[src/design/korl_pkg.sv]
package korl_pkg;

    // Sizing
    localparam int DEPTH       = 16;
    localparam int SLOT_W      = $clog2(DEPTH);
    localparam int CNT_W       = $clog2(DEPTH + 1);
    localparam int ID_W        = 31;
    localparam int PAY_W       = 32;
    localparam int REC_W       = ID_W + PAY_W;
    localparam int CNT_FIELD_W = 5;

    // Command codes
    typedef enum logic [2:0] {
        CMD_PUSH_FRONT = 3'd0,
        CMD_PUSH_BACK  = 3'd1,
        CMD_POP_FRONT  = 3'd2,
        CMD_POP_BACK   = 3'd3,
        CMD_REMOVE     = 3'd4,
        CMD_LOOKUP     = 3'd5,
        CMD_CLEAR      = 3'd6,
        CMD_COUNT      = 3'd7
    } command_t;

    // Status codes
    typedef enum logic [1:0] {
        ST_OK       = 2'd0,
        ST_EMPTY    = 2'd1,
        ST_NOTFOUND = 2'd2,
        ST_FULL     = 2'd3
    } status_t;

    typedef struct packed {
        command_t           command;
        logic [ID_W-1:0]    key_id;
        logic [PAY_W-1:0]   record_payload;
    } request_t;

    typedef struct packed {
        status_t                status;
        logic [ID_W-1:0]        found_id;
        logic [PAY_W-1:0]       found_payload;
        logic [CNT_FIELD_W-1:0] entry_count;
    } result_t;

    // Link held by a slot whose link was never written since reset or clear
    function automatic logic [SLOT_W-1:0] next_slot(input logic [SLOT_W-1:0] s);
        if (s == SLOT_W'(DEPTH - 1))
        begin
            return '0;
        end
        return s + SLOT_W'(1);
    endfunction

    // Count as reported: low bits of the held count
    function automatic logic [CNT_FIELD_W-1:0] count_field(input logic [CNT_W-1:0] c);
        logic [31:0] w;
        w = 32'(c);
        return w[CNT_FIELD_W-1:0];
    endfunction

endpackage

[src/design/korl_ram.sv]
module korl_ram #(
    parameter int WIDTH = 8,
    parameter int DEPTH = 16
) (
    input  logic                     clk,
    input  logic                     we,
    input  logic [$clog2(DEPTH)-1:0] waddr,
    input  logic [WIDTH-1:0]         wdata,
    input  logic [$clog2(DEPTH)-1:0] raddr,
    output logic [WIDTH-1:0]         rdata
);

    logic [WIDTH-1:0] mem [DEPTH];

    // One write port, one registered read port
    always_ff @(posedge clk)
    begin
        if (we)
        begin
            mem[waddr] <= wdata;
        end
        rdata <= mem[raddr];
    end

endmodule

[src/design/keyed_ordered_record_list.sv]
// Keyed ordered record list: up to DEPTH records (identifier + payload)
// chained through a link memory, with a free chain for unused slots.
//
// Request channel: a request (command, key_id, record_payload) is taken on
// a rising edge where start is high and busy is low.
// Result channel: done is high for exactly one cycle with the result; the
// receiver cannot stall it, so results are never held back.
//
// Command flow: count, clear, and any command rejected as
// full or empty answer in the next cycle (busy stays low). A push is busy
// while it writes the record and links it in. Pop front, pop back, remove
// and lookup walk the chain one slot per cycle (one link read and one record
// read per cycle); pops and removes then return the slot to the free chain
// before they answer.
//
// Reset: list empty, free chain runs 0, 1, 2, ...; a valid bit per link
// entry makes unwritten links read as the following slot, so no clearing
// pass is needed. Clear drops all those valid bits together.
module keyed_ordered_record_list
    import korl_pkg::*;
(
    input  logic     clk,
    input  logic     rst_n,
    input  logic     start,
    output logic     busy,
    input  request_t request,
    output logic     done,
    output result_t  result
);

    typedef enum logic [3:0] {
        S_IDLE = 4'b0001,
        S_PUSH = 4'b0010,
        S_WALK = 4'b0100,
        S_GIVE = 4'b1000
    } state_t;

    state_t state_reg, state_next;

    logic [SLOT_W-1:0] head_reg, head_next;
    logic [SLOT_W-1:0] tail_reg, tail_next;
    logic [SLOT_W-1:0] free_reg, free_next;
    logic [CNT_W-1:0]  count_reg, count_next;
    logic [SLOT_W-1:0] cur_reg, cur_next;
    logic [SLOT_W-1:0] prev_reg, prev_next;
    logic [SLOT_W-1:0] pos_reg, pos_next;

    command_t         cmd_reg;
    logic [ID_W-1:0]  key_reg;
    logic [PAY_W-1:0] pay_reg;

    logic [DEPTH-1:0]  lvalid_reg;
    logic              lv_q_reg;
    logic [SLOT_W-1:0] raddr_q_reg;

    logic    done_reg, done_next;
    result_t result_reg, result_next;

    // Memory ports
    logic              link_we;
    logic [SLOT_W-1:0] link_waddr;
    logic [SLOT_W-1:0] link_wdata;
    logic [SLOT_W-1:0] link_raddr;
    logic [SLOT_W-1:0] link_rdata;
    logic              rec_we;
    logic [REC_W-1:0]  rec_rdata;
    logic              lvalid_clear;

    logic              accept;
    logic [SLOT_W-1:0] link_val;
    logic              last_pos;
    logic              hit;

    assign accept = start && (state_reg == S_IDLE);
    assign busy   = (state_reg != S_IDLE);
    assign done   = done_reg;
    assign result = result_reg;

    // Link and record memories, both read at the same slot
    korl_ram #(.WIDTH(SLOT_W), .DEPTH(DEPTH)) u_link_ram (
        .clk   (clk),
        .we    (link_we),
        .waddr (link_waddr),
        .wdata (link_wdata),
        .raddr (link_raddr),
        .rdata (link_rdata)
    );

    korl_ram #(.WIDTH(REC_W), .DEPTH(DEPTH)) u_rec_ram (
        .clk   (clk),
        .we    (rec_we),
        .waddr (free_reg),
        .wdata ({key_reg, pay_reg}),
        .raddr (link_raddr),
        .rdata (rec_rdata)
    );

    // Unwritten links read as the following slot
    assign link_val = lv_q_reg ? link_rdata : next_slot(raddr_q_reg);

    assign last_pos = ((CNT_W'(pos_reg) + CNT_W'(1)) == count_reg);

    // Walk match: position for pops, identifier for remove and lookup
    always_comb
    begin
        case (cmd_reg)
            CMD_POP_FRONT: hit = (pos_reg == '0);
            CMD_POP_BACK:  hit = last_pos;
            default:       hit = (rec_rdata[REC_W-1:PAY_W] == key_reg);
        endcase
    end

    // Sequencer. A read issued in a cycle that writes is never used: writes
    // happen only in the closing steps of a command, and the next read used comes later.
    always_comb
    begin
        state_next   = state_reg;
        head_next    = head_reg;
        tail_next    = tail_reg;
        free_next    = free_reg;
        count_next   = count_reg;
        cur_next     = cur_reg;
        prev_next    = prev_reg;
        pos_next     = pos_reg;
        link_we      = 1'b0;
        link_waddr   = cur_reg;
        link_wdata   = free_reg;
        link_raddr   = head_reg;
        rec_we       = 1'b0;
        lvalid_clear = 1'b0;
        done_next    = 1'b0;
        result_next  = '0;
        result_next.status = ST_OK;

        case (state_reg)
            S_IDLE:
            begin
                if (start)
                begin
                    case (request.command)
                        CMD_PUSH_FRONT, CMD_PUSH_BACK:
                        begin
                            if (count_reg == CNT_W'(DEPTH))
                            begin
                                done_next          = 1'b1;
                                result_next.status = ST_FULL;
                            end
                            else
                            begin
                                link_raddr = free_reg;
                                state_next = S_PUSH;
                            end
                        end
                        CMD_POP_FRONT, CMD_POP_BACK, CMD_REMOVE, CMD_LOOKUP:
                        begin
                            if (count_reg == '0)
                            begin
                                done_next          = 1'b1;
                                result_next.status = ST_EMPTY;
                            end
                            else
                            begin
                                link_raddr = head_reg;
                                cur_next   = head_reg;
                                prev_next  = '0;
                                pos_next   = '0;
                                state_next = S_WALK;
                            end
                        end
                        CMD_CLEAR:
                        begin
                            head_next    = '0;
                            tail_next    = '0;
                            free_next    = '0;
                            count_next   = '0;
                            lvalid_clear = 1'b1;
                            done_next    = 1'b1;
                        end
                        default:
                        begin
                            done_next = 1'b1;
                        end
                    endcase
                end
            end

            // Take the free head slot and link it in
            S_PUSH:
            begin
                rec_we    = 1'b1;
                free_next = link_val;
                if (count_reg == '0)
                begin
                    head_next = free_reg;
                    tail_next = free_reg;
                end
                else if (cmd_reg == CMD_PUSH_FRONT)
                begin
                    link_we    = 1'b1;
                    link_waddr = free_reg;
                    link_wdata = head_reg;
                    head_next  = free_reg;
                end
                else
                begin
                    link_we    = 1'b1;
                    link_waddr = tail_reg;
                    link_wdata = free_reg;
                    tail_next  = free_reg;
                end
                count_next = count_reg + CNT_W'(1);
                done_next  = 1'b1;
                state_next = S_IDLE;
            end

            // One slot per cycle; the next read address is this link
            S_WALK:
            begin
                link_raddr = link_val;
                if (hit)
                begin
                    if (cmd_reg == CMD_LOOKUP)
                    begin
                        done_next                 = 1'b1;
                        result_next.found_id      = rec_rdata[REC_W-1:PAY_W];
                        result_next.found_payload = rec_rdata[PAY_W-1:0];
                        state_next                = S_IDLE;
                    end
                    else
                    begin
                        if (pos_reg == '0)
                        begin
                            head_next = link_val;
                        end
                        else
                        begin
                            link_we    = 1'b1;
                            link_waddr = prev_reg;
                            link_wdata = link_val;
                            if (last_pos)
                            begin
                                tail_next = prev_reg;
                            end
                        end
                        state_next = S_GIVE;
                    end
                end
                else if (last_pos)
                begin
                    done_next          = 1'b1;
                    result_next.status = ST_NOTFOUND;
                    state_next         = S_IDLE;
                end
                else
                begin
                    prev_next = cur_reg;
                    cur_next  = link_val;
                    pos_next  = pos_reg + SLOT_W'(1);
                end
            end

            // Return the unlinked slot to the free chain
            S_GIVE:
            begin
                link_we    = 1'b1;
                link_waddr = cur_reg;
                link_wdata = free_reg;
                free_next  = cur_reg;
                count_next = count_reg - CNT_W'(1);
                done_next  = 1'b1;
                state_next = S_IDLE;
            end

            default:
            begin
                state_next = S_IDLE;
            end
        endcase

        result_next.entry_count = count_field(count_next);
    end

    // Control state
    always_ff @(posedge clk or negedge rst_n)
    begin
        if (!rst_n)
        begin
            state_reg  <= S_IDLE;
            head_reg   <= '0;
            tail_reg   <= '0;
            free_reg   <= '0;
            count_reg  <= '0;
            lvalid_reg <= '0;
            done_reg   <= 1'b0;
        end
        else
        begin
            state_reg <= state_next;
            head_reg  <= head_next;
            tail_reg  <= tail_next;
            free_reg  <= free_next;
            count_reg <= count_next;
            done_reg  <= done_next;
            if (lvalid_clear)
            begin
                lvalid_reg <= '0;
            end
            else if (link_we)
            begin
                lvalid_reg[link_waddr] <= 1'b1;
            end
        end
    end

    // Datapath registers
    always_ff @(posedge clk)
    begin
        if (accept)
        begin
            cmd_reg <= request.command;
            key_reg <= request.key_id;
            pay_reg <= request.record_payload;
        end
        cur_reg     <= cur_next;
        prev_reg    <= prev_next;
        pos_reg     <= pos_next;
        lv_q_reg    <= lvalid_reg[link_raddr];
        raddr_q_reg <= link_raddr;
        result_reg  <= result_next;
    end

    // Checks
    a_count_bound: assert property (@(posedge clk) disable iff (!rst_n)
        count_reg <= CNT_W'(DEPTH))
        else $error("held count above depth");

    a_done_idle: assert property (@(posedge clk) disable iff (!rst_n)
        done_reg |-> (state_reg == S_IDLE))
        else $error("result strobe while busy");

    a_done_cause: assert property (@(posedge clk) disable iff (!rst_n)
        done_reg |-> $past(accept || (state_reg != S_IDLE)))
        else $error("result without a request");

    a_walk_bound: assert property (@(posedge clk) disable iff (!rst_n)
        (state_reg == S_WALK) |-> (CNT_W'(pos_reg) < count_reg))
        else $error("walk ran past the list end");

    a_push_full: assert property (@(posedge clk) disable iff (!rst_n)
        (accept && (count_reg == CNT_W'(DEPTH))
            && ((request.command == CMD_PUSH_FRONT) || (request.command == CMD_PUSH_BACK)))
        |=> (done_reg && (result_reg.status == ST_FULL)))
        else $error("push on full list not flagged");

endmodule
[config.mk]
export PLATFORM = sky130hd
export DESIGN_NAME = keyed_ordered_record_list
export DESIGN_NICKNAME = d
export VERILOG_FILES = /design/src/design/korl_pkg.sv /design/src/design/korl_ram.sv /design/src/design/keyed_ordered_record_list.sv
export SDC_FILE = /design/constraint.sdc
export NUM_CORES = 2
export LEC_CHECK = 0
export ABC_AREA = 1
export BUFFER_PORTS_ARGS = -buffer_cell sky130_fd_sc_hd__buf_2
export CORE_UTILIZATION = 45
export DETAILED_ROUTE_END_ITERATION = 8
export PLACE_DENSITY = 0.63
export SETUP_SLACK_MARGIN = 0.05
export SLEW_MARGIN = 20
export SYNTH_ARGS = -nofsm -noshare
export SYNTH_HDL_FRONTEND = slang
export SYNTH_HIERARCHICAL = 1
export SYNTH_SLANG_ARGS = --single-unit
[constraint.sdc]
create_clock -name clk -period 7.7 [get_ports clk]
set_clock_uncertainty 0.05 [all_clocks]
set_input_delay 1.155 -clock clk [delete_from_list [all_inputs] [get_ports clk]]
set_output_delay 1.155 -clock clk [all_outputs]
set_load 0.05 [all_outputs]
==> impl_metrics.ini <==
[hold_path]
hold_path_class = flop to flop
min_from = u_rec_ram/rdata[31]
hold_depth = 2

[setup_path]
r2r_end = u_rec_ram/rdata[50]
critical_path_class = flop to flop
critPathRequiredTime_ns = 8.29
crit_chain = nor2_1 -> nand3_1 -> buf_4 -> inv_2 -> nor2_1 -> inv_1 -> nand3_1 -> nand3_4 -> inv_16 -> buf_4 -> nand2_1 -> nand3_1 -> nand3_1 -> nand3_1 -> nand2_1
cp_slowest_cell = inv_16
crit_path_end_kind = flop
max_stage_delay_ns = 0.83
r2r_start = state_reg[0]
cp_common_cell = nand3_1
r2r_cells = 15
critPathCapture = u_rec_ram/rdata[50]
critPathTopFamily = buffers and inverters
startpoint = state_reg[0]
cp-start-kind = flop
crit_fanout = 217
path_depth = 15
reg2reg_slack_ns = 2.84
crit_buf_inv = 5
arrival_ns = 5.45

[final_layout]
seq_area_mm2 = 0.0383
drive_gt1_share_pct = 8.24
nets = 5449
area_growth_pct = 11.8
finish.utilization_pct = 50.8
largest_reg_flops = 1008
nFillCells = 10729
multi_input_area_mm2 = 0.0120

[synth]
synth-async-reset-ratio_pct = 2.86
synthTopCellsByArea = edfxtp_1 63%, nand2_1 11%, nand3_1 7.6%
yosys.area.top_type = edfxtp_1
synth_cell_types = 50
synth_common_cells = 1578 x nand2_1, 1150 x edfxtp_1, 965 x inv_1
synthFlopType = edfxtp_1
postSynthCellCount = 5265
synth.area.mux_share_pct = 0
synth_top_family_by_area = simple AND/OR/NAND/NOR gates
synth_adder_area_share_pct = 0.217
syn_area_mm2 = 0.0552
synth.most_common_cell = nand2_1
yosys_warnings = 6
synth_compound_area_share_pct = 1.07
synth-xor-area-share_pct = 0.349
syn_nets = 5343
synth_seq_cells = 1330
synth_top_area_share_pct = 62.5
synth_enable_flop_cells = 1150
syn-mean-instance-area_um2 = 10.5
yosysSeqAreaShare_pct = 69.4
synth-simple-area-share_pct = 19.9

[clocking]
cts_tree = built
cts_resized = 0
numCtsBuffers = 140
htree_levels = 4
cts_hold_buf = 0
clk-insertion-delay-late_ns = 0.77
root_buffer = clkbuf_16
clkTransAtPathRegs_ns = 0.06
cts.sinks = 1330
clk_path_buf_depth = 3
post_cts.repair.setup_buffers = 0

[timing]
setup_ws_ns = 2.84
setup_viol = 0
max_freq_ghz = 0.206
relSlewSlack_pct = -7.73
min_period_over_period_pct = 63.2
tightest_slew_ns = 1.62
slew_violations = 78
tns_ns = 0
rsz0062_at_grt = false
finalHoldViolCount = 0
period_needed_ns = 4.86

[route]
drcViolationCount = 0
vias = 36005
wl_per_cell_um = 18.6
postRouteAntennaNets = 0
dr.pass1.iters = 8
detail_route.vias_per_cell = 5.06
drt_iter0_drc = 3337
wl_um = 132000

[floorplanning]
dieWidth_um = 352
die_height_um = 352
rows = 128
start_util_pct = 45.4
io_pins = 141
dieArea_mm2 = 0.124
core_mm2 = 0.122

[pwr]
p_leak_nw = 26.5
finalPower_mw = 23.3
irDropWorstVdd_v = 0.000473
power_density_mw_per_mm2 = 377

[run_status]
violations = max-slew violations
status = finished, violations left

[global_routing]
overflow = 0
grt_pass1_wl_um = 202000
grt_usage_pct = 21.2
grt_max_degree = 232
antenna_found_initial = 2
grt_pass1_vias = 34490

[place]
pre_cts_ws_ns = 2.55
gp_congestion = 0.835
io_buffer_count = 140
dp_hpwl_um = 65100

[flow_run]
cap_violations = 0
## tightest hold or removal path, delay by kind of cell (launching register included)
kind | cells | cell delay (ns)
buffers and inverters | 1 | 0.04
AND/OR/NAND/NOR | 1 | 0.03
flip-flops | 1 | 0.29
## cells in the final DEF (no fill, tap or decap), types with 24 or more instances in the layout
master | netlist | final
inv_1 | 965 | 963
edfxtp_1 | 1150 | 1150
dfrtp_1 | 37 | 37
buf_4 | 28 | 48
buf_2 | 118 | 140
o21ai_0 | 24 | 24
nor2_1 | 143 | 127
dfxtp_1 | 142 | 142
a21oi_1 | 34 | 34
clkbuf_1 | 22 | 45
nand2_1 | 1578 | 1577
nand3_1 | 835 | 835
clkbuf_16 | 0 | 144
## where the power goes
part / switching [mW] / total (mW) / internal [mW]
Sequential: 0.568 / 9.36 / 8.79
Combinational: 5.27 / 7.35 / 2.09
Clock: 2.78 / 6.60 / 3.83
## worst min path at each step
stage / to / slack [ns]
floorplan: result[10] / 0.34
global placement: result[22] / 0.34
detailed placement: result[36] / 0.35
CTS: result[36] / 0.36
global route: result[15] / 0.37
finish: result[36] / 0.36
## per-stage QoR
stage,instance area [µm²],hold WS (ns),std cells
after detailed placement,57200,0.347,6854
after global placement,57200,0.345,6854
after floorplan,55200,0.344,5265
after CTS,61800,0.357,7113
final,61800,0.357,7114
after global routing,61800,0.371,7113
## kinds of logic (layout without fill, tap and decap cells)
family | count (synthesis) | count (layout)
xor gates and xnor gates | 22 | 22
DFF | 1330 | 1330
other | 0 | 1
buffers and inverters | 1203 | 1426
AOI/OAI and AO/OA | 99 | 99
adders and majority gates | 9 | 9
and+or+nand+nor | 2602 | 2602
## layout make-up
| class | instances | area share [%] |
|---|---|---|
| antenna | 1 | 0.00405 |
| clock buffer | 205 | 6.46 |
| clock inverter | 54 | 0.863 |
| inverter | 974 | 6.00 |
| multi-input combinational | 2732 | 19.5 |
| sequential | 1330 | 62.0 |
| tap | 1625 | 3.29 |
| timing repair buffer | 193 | 1.88 |
## layer usage
| metal | up-vias | part of all wire (%) | GRT usage [%] |
|---|---|---|---|
| li1 | 17176 | - | - |
| met1 | 17397 | 42 | 27.9 |
| met2 | 1201 | 48 | 35.3 |
| met3 | 231 | 7.0 | 3.85 |
| met4 | 0 | 2.6 | 7.13 |
| met5 | - | 0 | 0 |
(Power assumes the default switching activity.)
